### src/hw/rtl/svt_pkg.sv
// ----------------------------------------------------------------------------
// svt_pkg: shared types and constants for the skeletal vertex transform
// Bone table geometry, word selects and the request record that passes
// from the front end to the transform engine.
// ----------------------------------------------------------------------------
`default_nettype none
package svt_pkg;
	localparam int BoneCount = 64;
	localparam int BoneW     = 6;
	localparam int LevelW    = $clog2(BoneCount + 1);
	localparam logic [6:0] ParentNone = 7'h7f;

	typedef enum logic [3:0] {
		SEL_PX = 4'd0, SEL_PY = 4'd1, SEL_PZ = 4'd2,
		SEL_CX = 4'd3, SEL_SX = 4'd4, SEL_CY = 4'd5,
		SEL_SY = 4'd6, SEL_CZ = 4'd7, SEL_SZ = 4'd8,
		SEL_PARENT = 4'd9
	} word_sel_t;

	typedef enum logic {CMD_WRITE = 1'b0, CMD_XFORM = 1'b1} cmd_t;

	typedef struct packed {
		logic [BoneW-1:0] bone;
		logic [31:0]      x;
		logic [31:0]      y;
		logic [31:0]      z;
		logic             last;
	} xform_req_t;

	typedef enum logic [2:0] {
		ST_IDLE, ST_READ, ST_ROTX, ST_ROTY, ST_ROTZ, ST_NEXT, ST_DONE
	} eng_state_t;

	// Q16.16 product: bits 16..47 of the signed 64-bit product
	function automatic logic [31:0] qmul(input logic [31:0] a, input logic [31:0] b);
		logic signed [63:0] p;
		p = $signed(a) * $signed(b);
		return p[47:16];
	endfunction
endpackage
`default_nettype wire

### src/hw/rtl/svt_front.sv
// ----------------------------------------------------------------------------
// svt_front: request decode
// Accepts input requests, applies bone table writes and queues transform
// requests in a two-entry queue for the engine.
// ----------------------------------------------------------------------------
`default_nettype none
module svt_front import svt_pkg::*; (
	input  wire logic             clk,
	input  wire logic             arst_n,
	input  wire logic             in_valid,
	output logic                  in_ready,
	input  wire logic             cmd,
	input  wire logic [BoneW-1:0] bone_index,
	input  wire logic [3:0]       word_select,
	input  wire logic [31:0]      word_value,
	input  wire xform_req_t       in_req,
	output logic                  wr_en,
	output logic [BoneW-1:0]      wr_bone,
	output logic [3:0]            wr_sel,
	output logic [31:0]           wr_value,
	output logic                  q_valid,
	input  wire logic             q_ready,
	output xform_req_t            q_req
);
	xform_req_t  fifo_q [2];
	logic        rd_ptr_q, wr_ptr_q;
	logic [1:0]  count_q;
	logic        push, pop;

	// hold writes while a transform is queued or running, so table order holds
	assign in_ready = (cmd == CMD_XFORM) ? (count_q != 2'd2) : (count_q == 2'd0 && q_ready);
	assign push     = in_valid && in_ready && cmd == CMD_XFORM;
	assign pop      = q_valid && q_ready;
	assign q_valid  = count_q != 2'd0;
	assign q_req    = fifo_q[rd_ptr_q];

	assign wr_en    = in_valid && in_ready && cmd == CMD_WRITE;
	assign wr_bone  = bone_index;
	assign wr_sel   = word_select;
	assign wr_value = word_value;

	always_ff @(posedge clk or negedge arst_n) begin
		if (!arst_n) begin
			rd_ptr_q <= 1'b0;
			wr_ptr_q <= 1'b0;
			count_q  <= 2'd0;
		end else begin
			if (push) wr_ptr_q <= ~wr_ptr_q;
			if (pop)  rd_ptr_q <= ~rd_ptr_q;
			count_q <= count_q + {1'b0, push} - {1'b0, pop};
		end
	end

	always_ff @(posedge clk) begin
		if (push) fifo_q[wr_ptr_q] <= in_req;
	end
endmodule
`default_nettype wire

### config.mk
export PLATFORM = sky130hd
export DESIGN_NAME = svt_front
export DESIGN_NICKNAME = d
export VERILOG_FILES = /design/src/hw/rtl/svt_pkg.sv /design/src/hw/rtl/svt_front.sv
export SDC_FILE = /design/constraint.sdc
export NUM_CORES = 1
export LEC_CHECK = 0
export ABC_AREA = 1
export BUFFER_PORTS_ARGS = -buffer_cell sky130_fd_sc_hd__buf_2
export CAP_MARGIN = 10
export CELL_PAD_IN_SITES_DETAIL_PLACEMENT = 1
export CELL_PAD_IN_SITES_GLOBAL_PLACEMENT = 1
export CORE_AREA = 5 5 153 155
export DETAILED_ROUTE_END_ITERATION = 16
export DIE_AREA = 0 0 158 160
export PLACE_DENSITY_LB_ADDON = 0.3
export RECOVER_POWER = 25
export SKIP_LAST_GASP = 1
export SYNTH_ARGS = -nofsm -noshare
export SYNTH_HDL_FRONTEND = slang
export SYNTH_SLANG_ARGS = --single-unit
### constraint.sdc
create_clock -name clk -period 7.45 [get_ports clk]
set_input_delay 0.745 -clock clk [delete_from_list [all_inputs] [get_ports clk]]
set_output_delay 0.745 -clock clk [all_outputs]
set_load 0.05 [all_outputs]
==> flow_metrics.py, run 1 <==
metrics = {
    "placement": {
        "placement_stage_cell_area_um2": 9080,
        "dp_hpwl_um": 13700,
        "gp_congestion": 0.718,
        "buffer_ports.inserted": 213,
        "pre_cts_slack_ns": 4.53,
    },
    "sta": {
        "final.setup.worst_slack_ns": 4.13,
        "fmax_ghz": 0.301,
        "setup-violations-final": 0,
        "hold_violations": 0,
        "slew_headroom_pct": 25.2,
        "totalNegativeSetupSlack_ns": 0,
        "timing.final.max_slew_violations": 0,
        "final_min_period_over_clock_period_pct": 44.6,
        "period_minus_slack_ns": 3.32,
        "worst_clk_skew_ns": 0.00715,
        "timing_worst_slew_pin_value_ns": 1.12,
        "rsz_0062_raised_after_global_routing": "false",
        "timing.hold.ws_ns": 0.0869,
    },
    "logic_synthesis": {
        "synth_top_cell_area_share_pct": 76.4,
        "count_of_mapped_cells_out_of_synthesis": 620,
        "yosys-top-cells-area": "edfxtp_1 (76%), nand2_1 (15%), buf_4 (4.0%), buf_6 (1.3%), dfrtp_1 (1.2%)",
        "synth_largest_area_cell": "edfxtp_1",
        "synth.yosys.seq_area_share_pct": 77.6,
        "synth.distinct_cells": 16,
        "postSynthNetCount": 771,
        "number_of_warnings_printed_during_yosys_synthesis": 0,
        "netlist_area_um2": 8100,
        "syn-mean-instance-area_um2": 13.1,
        "yosys_register_bits": 210,
    },
    "grt": {
        "grt_busiest_layer": "met2",
        "first_pass_grt_wire_length_um": 30000,
        "grt_start_max_net_pins": 104,
        "groute.layer.met2.usage_pct": 26.8,
        "grt_use_met3_pct": 3.55,
        "total_routing_resource_utilization_after_global_routing_pct": 15.1,
        "antenna_violations_before_repair": 2,
        "grt_overflow_total": 0,
        "global_route_track_usage_on_met1_pct": 17.6,
        "grt_pass1_vias": 5521,
    },
    "worst_setup_path": {
        "timing.rr.start": "count_q[0]",
        "criticalPathCategory": "flip-flop to output port",
        "critical_path.startpoint_type": "flip-flop",
        "worst_ep_arrival_time_ns": 2.58,
        "rrSetupSlack_ns": 4.83,
        "ff2ff_path_depth": 6,
        "crit_fanout": 103,
        "timing.critical_path.required_ns": 6.70,
        "r2r_end": "fifo_q[0][12]",
        "crit_path_end_kind": "output port",
    },
    "floorplan": {
        "fp.dieW_um": 158,
        "floorplan.die_area_um2": 25300,
        "initial_utilization_pct": 37.3,
        "io_pins": 298,
        "core-area_um2": 21700,
        "die_h_um": 160,
        "rows": 54,
    },
    "worst_hold_path": {
        "min-delay-path-class": "input pin to async pin",
    },
    "finish": {
        "num-nets-final": 949,
        "final_design_area_no_fill_um2": 9710,
        "diodes": 0,
        "drive_above_1_share_pct": 26.4,
        "area_delta_synth_final_pct": 19.8,
    },
    "power_and_ir_drop": {
        "leakage_nw": 4.08,
        "swShare_pct": 45.3,
        "intPower_w": 0.00240,
        "power_density_nw_per_um2": 452,
        "share_comb_of_total_power_pct": 41.6,
        "p_clk_share_pct": 23.3,
        "power.sequential.fraction_pct": 35.0,
        "worst_ir_drop_vdd_v": 0.000234,
        "power.net_switching_w": 0.00199,
    },
    "detailed_routing": {
        "detail_route.iter0.violations": 287,
        "wl_per_cell_um": 18.5,
        "ant_nets": 0,
        "remaining_drc_errors": 0,
        "vias_per_cell": 4.61,
        "drt_pre_antenna_iters": 4,
        "routed_wl_um": 20200,
        "vias": 5030,
    },
    "clock_tree": {
        "post_cts_hold_buffer_count": 0,
        "tritoncts": "done",
        "cts_inserted_buffers": 23,
        "clock_slew_at_reported_path_ffs_ns": 0.06,
        "postCtsSetupBuffers": 0,
        "worstSkewPairLatency_ns": 0.48,
        "cts_root_buffer": "clkbuf_16",
        "cts-htree-levels": 1,
        "post_cts_resized": 0,
        "clock_path_buffers": 3,
        "clock-sinks": 210,
    },
    "outcome": {
        "outcome": "complete, no violations",
    },
    "flow_run": {
        "maxCapViolations": 0,
    },
}
## flip-flops by register name, summed over array words and instances, names as in the netlist
signal / count
fifo_q: 206
count_q: 2
rd_ptr_q: 1
wr_ptr_q: 1
## kinds of logic after synthesis
kind of cell    count (synthesis)  synth area share [%]
simple gates                  328                  15.4
compound gates                  1                0.0617
fa+ha+maj                       1                 0.154
flops                         210                  77.6
xor+xnor                        1                 0.108
buf+inv                        79                  6.72
## metrics by stage
stage               cells  power (W)  util, %
floorplan             620    0.00306        -
global placement     1053    0.00339     41.9
detailed placement   1053    0.00342     41.9
CTS                  1092    0.00447     45.0
global route         1092    0.00461     44.8
finish               1092    0.00439     44.8
## final cells by class
type	count	area [µm²]
inverter	14	55.1
tap	280	350
clock inverter	12	83.8
sequential	210	6290
timing repair buffer	218	1050
fill	2350	12000
clock buffer	27	591
multi-input combinational	331	1280
## placed cells by master, fill, tap and decap left out, drive strengths merged
cell,instances
clkinv,11
buf,177
ha,1
a21oi,1
bufinv,1
xor2,1
inv,14
edfxtp,206
nand3,2
clkbuf,68
nor2,4
dfrtp,4
nand4,1
nand2,321
## worst max path at each step
stage / cells past startpoint / slack [ns] / end / startpoint
after floorplan: 2 / 1.69 / fifo_q[0][0] / in_valid
after global placement: 5 / 4.59 / fifo_q[1][13] / in_valid
after detailed placement: 5 / 4.53 / fifo_q[1][19] / in_valid
after CTS: 4 / 4.03 / q_req[5] / rd_ptr_q
after global routing: 4 / 3.93 / q_req[98] / rd_ptr_q
final: 4 / 4.13 / q_req[79] / rd_ptr_q
## critical path, cell delays in order, from the launching register on
cell and delay (ns):
dfrtp_4 0.64, inv_4 0.84, nand2_1 0.14, nand2_1 0.11, buf_2 0.27
## routing by layer
layer | part of all wire, % | up-vias
li1 | - | 2372
met4 | 3.9 | 4
met3 | 7.7 | 73
met2 | 51 | 167
met1 | 37 | 2414
met5 | 0.13 | -
## cells in the mapped netlist (all sizes together)
cell / instances
dfrtp: 4
buf: 65
nand2: 321
inv: 14
edfxtp: 206
nor2: 4
nand3: 2
nand4: 1
a21oi: 1
ha: 1
xor2: 1
## power by group through the flow
stage               clock network [W]  logic [W]  registers, W
floorplan                           0    0.00152       0.00154
global placement                    0    0.00183       0.00156
detailed placement                  0    0.00186       0.00157
CTS                           0.00106    0.00187       0.00154
global route                  0.00111    0.00195       0.00155
finish                        0.00102    0.00183       0.00154
No activity file was read; power rests on OpenSTA's default activity.
==> inputs of run 2 (changes only) <==
--- a/config.mk
+++ b/config.mk
@@ -10,9 +10,9 @@
 export CAP_MARGIN = 10
 export CELL_PAD_IN_SITES_DETAIL_PLACEMENT = 1
 export CELL_PAD_IN_SITES_GLOBAL_PLACEMENT = 1
-export CORE_AREA = 5 5 153 155
+export CORE_AREA = 5 5 159 161
 export DETAILED_ROUTE_END_ITERATION = 16
-export DIE_AREA = 0 0 158 160
+export DIE_AREA = 0 0 164 166
 export PLACE_DENSITY_LB_ADDON = 0.3
 export RECOVER_POWER = 25
 export SKIP_LAST_GASP = 1
==> constraint.sdc (replaced) <==
create_clock -name clk -period 2.8 [get_ports clk]
set_input_delay 0.28 -clock clk [delete_from_list [all_inputs] [get_ports clk]]
set_output_delay 0.28 -clock clk [all_outputs]
set_load 0.05 [all_outputs]
==> flow_metrics.py, run 2 (synthesis gave the netlist of run 1 again) <==
metrics = {
    "worst_hold_path": {
        "min-delay-path-class": "input pin to async pin",
    },
    "sta": {
        "slew_headroom_pct": 53.0,
        "worst_clk_skew_ns": 0.00575,
        "fmax_ghz": 0.426,
        "hold_violations": 0,
        "timing_worst_slew_pin_value_ns": 0.705,
        "rsz_0062_raised_after_global_routing": "false",
        "period_minus_slack_ns": 2.35,
        "setup-violations-final": 0,
        "final_min_period_over_clock_period_pct": 83.9,
        "timing.final.max_slew_violations": 0,
    },
    "worst_setup_path": {
        "crit_path_end_kind": "output port",
        "timing.critical_path.required_ns": 2.52,
        "criticalPathCategory": "flip-flop to output port",
        "crit_fanout": 28,
        "critical_path.startpoint_type": "flip-flop",
        "worst_ep_arrival_time_ns": 2.07,
    },
    "clock_tree": {
        "postCtsSetupBuffers": 0,
        "clock_slew_at_reported_path_ffs_ns": 0.05,
        "post_cts_hold_buffer_count": 104,
        "cts_inserted_buffers": 23,
        "cts_root_buffer": "clkbuf_16",
        "tritoncts": "done",
        "cts-htree-levels": 1,
        "clock-sinks": 210,
        "post_cts_resized": 0,
        "clock_path_buffers": 3,
        "worstSkewPairLatency_ns": 0.49,
    },
    "power_and_ir_drop": {
        "power.sequential.fraction_pct": 33.7,
        "leakage_nw": 4.56,
        "share_comb_of_total_power_pct": 43.3,
        "power.net_switching_w": 0.00536,
        "p_clk_share_pct": 23.0,
        "power_density_nw_per_um2": 1090,
        "intPower_w": 0.00653,
        "power_w": 0.0119,
        "worst_ir_drop_vdd_v": 0.000554,
        "swShare_pct": 45.1,
    },
    "grt": {
        "grt_overflow_total": 0,
        "total_routing_resource_utilization_after_global_routing_pct": 15.0,
        "antenna_violations_before_repair": 1,
        "first_pass_grt_wire_length_um": 32100,
        "grt_pass1_vias": 5914,
        "grt_start_max_net_pins": 59,
    },
    "finish": {
        "finish.cell_count_without_fillers": 1244,
        "layout_common_cells": "nand2_1 (321), edfxtp_1 (206), buf_2 (178)",
        "largest_reg_flops": 206,
        "area_delta_synth_final_pct": 34.4,
        "drive_above_1_share_pct": 24.3,
        "ff_latch_area_um2": 6290,
        "final.fill_count": 2611,
        "reg.largest.list": "fifo_q x206, count_q x2",
        "largest_register": "fifo_q",
        "num-nets-final": 1056,
        "multi_input_area_um2": 1280,
        "most_frequent_standard_cell_in_the_layout_excluding_fill_and_tap_cells": "nand2_1",
    },
    "placement": {
        "buffer_ports.inserted": 213,
        "placedCellCount": 1100,
        "dp_hpwl_um": 13400,
        "gp_congestion": 0.712,
    },
    "floorplan": {
        "io_pins": 298,
        "core-area_um2": 23800,
        "floorplan.die_area_um2": 27200,
        "initial_utilization_pct": 34.0,
        "die_h_um": 166,
        "rows": 57,
        "fp.dieW_um": 164,
    },
    "detailed_routing": {
        "detail_route.iter0.violations": 223,
        "vias_per_cell": 4.38,
        "remaining_drc_errors": 0,
        "routed_wl_um": 21300,
        "vias": 5444,
        "ant_nets": 0,
        "wl_per_cell_um": 17.1,
        "drt_pre_antenna_iters": 5,
    },
    "outcome": {
        "outcome": "complete, no violations",
    },
    "flow_run": {
        "maxCapViolations": 0,
    },
}
run 2: critical path, cell delays in order (launching register included):
cell	delay (ns)
dfrtp_4	0.49
inv_4	0.27
buf_4	0.35
nand2_1	0.10
nand2_1	0.08
buf_2	0.26
run 2: power groups by stage:
stage | Clock [W] | Combinational [W] | Sequential, W
6_report | 0.00273 | 0.00515 | 0.00401
5_1_grt | 0.00295 | 0.00549 | 0.00404
4_1_cts | 0.00281 | 0.00522 | 0.00401
3_5_place_dp | 0 | 0.00508 | 0.00408
3_3_place_gp | 0 | 0.00503 | 0.00406
2_1_floorplan | 0 | 0.00405 | 0.00407
run 2: cell type report:
class	instances	area share, %
Clock inverter	11	0.724
Antenna cell	1	0.0230
Clock buffer	28	5.46
Tap cell	324	3.72
Timing Repair Buffer	325	20.0
Multi-Input combinational cell	331	11.8
Sequential cell	210	57.8
Inverter	14	0.506
run 2: metrics by stage:
| step | cell area, µm² | util [%] | hold slack, ns | setup WS, ns | setup TNS, ns |
|---|---|---|---|---|---|
| detailed placement | 9210 | 38.7 | 0.0993 | 0.952 | 0 |
| floorplan | 8110 | - | -0.0156 | -0.953 | -195.20 |
| global placement | 9210 | 38.7 | 0.100 | 0.961 | 0 |
| CTS | 10900 | 45.9 | 0.113 | 0.414 | 0 |
| finish | 10900 | 45.7 | 0.163 | 0.452 | 0 |
| global route | 10900 | 45.7 | 0.166 | 0.312 | 0 |
run 2: routing by layer:
metal  up-vias  global-route usage (%)  wire length [µm]
met1      2625                    15.8              7730
met2       159                    28.3             11300
met3        70                    3.50              1430
met4         0                    6.38               910
met5         -                       0                 0
li1       2590                       -                 -
run 2: path summary, 6_finish.rpt:
path,end,slack (ns),cells after the start,start
min in group clk,rd_ptr_q,0.20,4,q_ready
min reg2reg,count_q[0],0.53,1,count_q[0]
min,count_q[0],0.16,2,arst_n
max in group asynchronous,rd_ptr_q,2.40,2,arst_n
max reg2reg,fifo_q[0][60],0.96,4,count_q[1]
max,q_req[56],0.45,5,rd_ptr_q
==> inputs of run 3 (changes only) <==
--- a/config.mk
+++ b/config.mk
@@ -10,9 +10,9 @@
 export CAP_MARGIN = 10
 export CELL_PAD_IN_SITES_DETAIL_PLACEMENT = 1
 export CELL_PAD_IN_SITES_GLOBAL_PLACEMENT = 1
-export CORE_AREA = 5 5 159 161
+export CORE_AREA = 5 5 153 155
 export DETAILED_ROUTE_END_ITERATION = 16
-export DIE_AREA = 0 0 164 166
+export DIE_AREA = 0 0 158 160
 export PLACE_DENSITY_LB_ADDON = 0.3
 export RECOVER_POWER = 25
 export SKIP_LAST_GASP = 1
==> constraint.sdc (replaced) <==
create_clock -name clk -period 2.45 [get_ports clk]
set_input_delay 0.245 -clock clk [delete_from_list [all_inputs] [get_ports clk]]
set_output_delay 0.245 -clock clk [all_outputs]
set_load 0.05 [all_outputs]
==> flow_metrics.py, run 3 (synthesis gave the netlist of run 1 again) <==
metrics = {
    "power_and_ir_drop": {
        "power_w": 0.0139,
        "leakage_nw": 4.59,
        "worst_ir_drop_vdd_v": 0.000758,
        "power_density_nw_per_um2": 1270,
    },
    "sta": {
        "worst_clk_skew_ns": 0.00930,
        "timing_worst_slew_pin_value_ns": 0.608,
        "hold_violations": 0,
        "slew_headroom_pct": 59.5,
        "setup-violations-final": 0,
        "period_minus_slack_ns": 2.21,
        "final_min_period_over_clock_period_pct": 90.4,
        "totalNegativeSetupSlack_ns": 0,
        "timing.final.max_slew_violations": 0,
        "rsz_0062_raised_after_global_routing": "false",
        "final.setup.worst_slack_ns": 0.236,
        "fmax_ghz": 0.452,
    },
    "worst_setup_path": {
        "critical_path.slowest_cell": "dfrtp_4",
        "timing.rr.start": "count_q[1]",
        "family_with_the_most_delay_on_the_worst_path": "buffers and inverters",
        "critical-path-max-stage-delay_ns": 0.52,
        "timing.critical_path.required_ns": 2.20,
        "cp_cell_sequence": "inv_4, buf_4, nand2_1, nand2_1, buf_2",
        "r2r_end": "fifo_q[1][59]",
        "ff2ff_path_depth": 4,
        "crit_path_end_kind": "output port",
        "critical_path.startpoint_type": "flip-flop",
        "critical_path.most_common_cell": "nand2_1",
        "rrSetupSlack_ns": 0.73,
        "worst_ep_arrival_time_ns": 1.97,
        "critical_path_buf_inv_count": 3,
        "criticalPathCategory": "flip-flop to output port",
        "crit_fanout": 40,
    },
    "floorplan": {
        "io_pins": 298,
        "fp.dieW_um": 158,
        "die_h_um": 160,
        "rows": 54,
        "core-area_um2": 21700,
        "initial_utilization_pct": 37.3,
        "floorplan.die_area_um2": 25300,
    },
    "detailed_routing": {
        "detail_route.iter0.violations": 276,
        "drt_pre_antenna_iters": 4,
        "vias": 5427,
        "routed_wl_um": 22000,
        "vias_per_cell": 4.53,
        "remaining_drc_errors": 0,
        "ant_nets": 0,
        "wl_per_cell_um": 18.4,
    },
    "finish": {
        "final.fill_count": 2293,
        "layout_common_cells": "nand2_1 (320), edfxtp_1 (206), buf_2 (170)",
        "final_design_area_no_fill_um2": 10900,
        "most_frequent_standard_cell_in_the_layout_excluding_fill_and_tap_cells": "nand2_1",
        "drive_above_1_share_pct": 23.9,
        "reg.largest.list": "fifo_q x206, count_q x2",
        "area_delta_synth_final_pct": 35.0,
        "largest_register": "fifo_q",
        "largest_reg_flops": 206,
        "num-nets-final": 1054,
    },
    "placement": {
        "placement_stage_cell_area_um2": 9230,
        "pre_cts_slack_ns": 0.708,
        "buffer_ports.inserted": 213,
        "dp_hpwl_um": 13600,
        "gp_congestion": 0.745,
    },
    "worst_hold_path": {
        "min-delay-path-class": "input pin to async pin",
    },
    "clock_tree": {
        "clock-sinks": 210,
        "postCtsSetupBuffers": 0,
        "clock_slew_at_reported_path_ffs_ns": 0.06,
        "tritoncts": "done",
        "worstSkewPairLatency_ns": 0.49,
        "cts_inserted_buffers": 22,
        "cts-htree-levels": 1,
        "post_cts_resized": 0,
        "cts_root_buffer": "clkbuf_16",
        "clock_path_buffers": 3,
    },
    "grt": {
        "grt_start_max_net_pins": 103,
        "antenna_violations_before_repair": 1,
        "total_routing_resource_utilization_after_global_routing_pct": 16.8,
        "grt_pass1_vias": 6032,
        "first_pass_grt_wire_length_um": 33100,
        "grt_overflow_total": 0,
    },
    "outcome": {
        "outcome": "complete, no violations",
    },
    "flow_run": {
        "maxCapViolations": 0,
    },
}
[run 3: cell types whose count changed in the layout (fill, tap and decap cells not counted), sizes merged]
cell	before	now
bufinv	1	3
clkbuf	63	64
buf	186	181
inv	15	14
[run 3: worst max-delay path by stage]
stage                from             to  slack [ns]  depth (start not counted)
5_1_grt          rd_ptr_q      q_req[27]        0.09                          5
2_1_floorplan  count_q[1]   fifo_q[0][0]       -0.14                          3
3_5_place_dp   count_q[1]  fifo_q[1][54]        0.71                          4
4_1_cts          rd_ptr_q      q_req[25]        0.16                          5
6_report         rd_ptr_q      q_req[60]        0.24                          5
3_3_place_gp     rd_ptr_q      q_req[25]        0.78                          5
[run 3: layer usage]
layer  wire, µm  GRT usage, %  share of wire [%]  vias to the layer above
li1           -             -                  -                     2586
met1       7860          18.1                 36                     2587
met2      11600          31.3                 53                      184
met3       1700          4.22                7.8                       70
met4        838          6.28                3.8                        0
met5          0             0                  0                        -
[run 3: final cells by class]
type | instances | area [µm²] | area share [%]
antenna | 1 | 2.50 | 0.0229
inverter | 14 | 55.1 | 0.503
timing repair buffer | 324 | 2230 | 20.4
clock buffer | 25 | 583 | 5.33
tap | 280 | 350 | 3.20
clock inverter | 12 | 129 | 1.18
multi-input combinational | 331 | 1290 | 11.8
sequential | 210 | 6290 | 57.5
[run 3: through the flow]
step | utilization, % | hold WS [ns] | instances
after floorplan | - | -0.0506 | 620
after global placement | 42.6 | 0.0609 | 1055
after detailed placement | 42.6 | 0.0672 | 1055
after CTS | 50.6 | 0.0949 | 1196
after global routing | 50.4 | 0.152 | 1197
final | 50.4 | 0.151 | 1197
[run 3: power by group]
| group | leakage [nW] | switching (W) | internal, W |
|---|---|---|---|
| sequential | 1.93 | 0.000139 | 0.00446 |
| combinational | 2.31 | 0.00471 | 0.00128 |
| clock | 0.352 | 0.00129 | 0.00201 |
| total | 4.59 | 0.00614 | 0.00775 |
[run 3: worst register-to-register path, stage by stage, from the launching register on]
cell	delay, ns
dfrtp_1	0.43
nand2_2	0.12
nand3_4	0.12
nor2_4	0.14
buf_4	0.52
[run 3: repair_timing]
action | 4_1_cts | 5_1_grt
endpoints found under the setup margin | 0 | 0
hold endpoints to repair | 210 | 0
hold buffers | 104 | 0
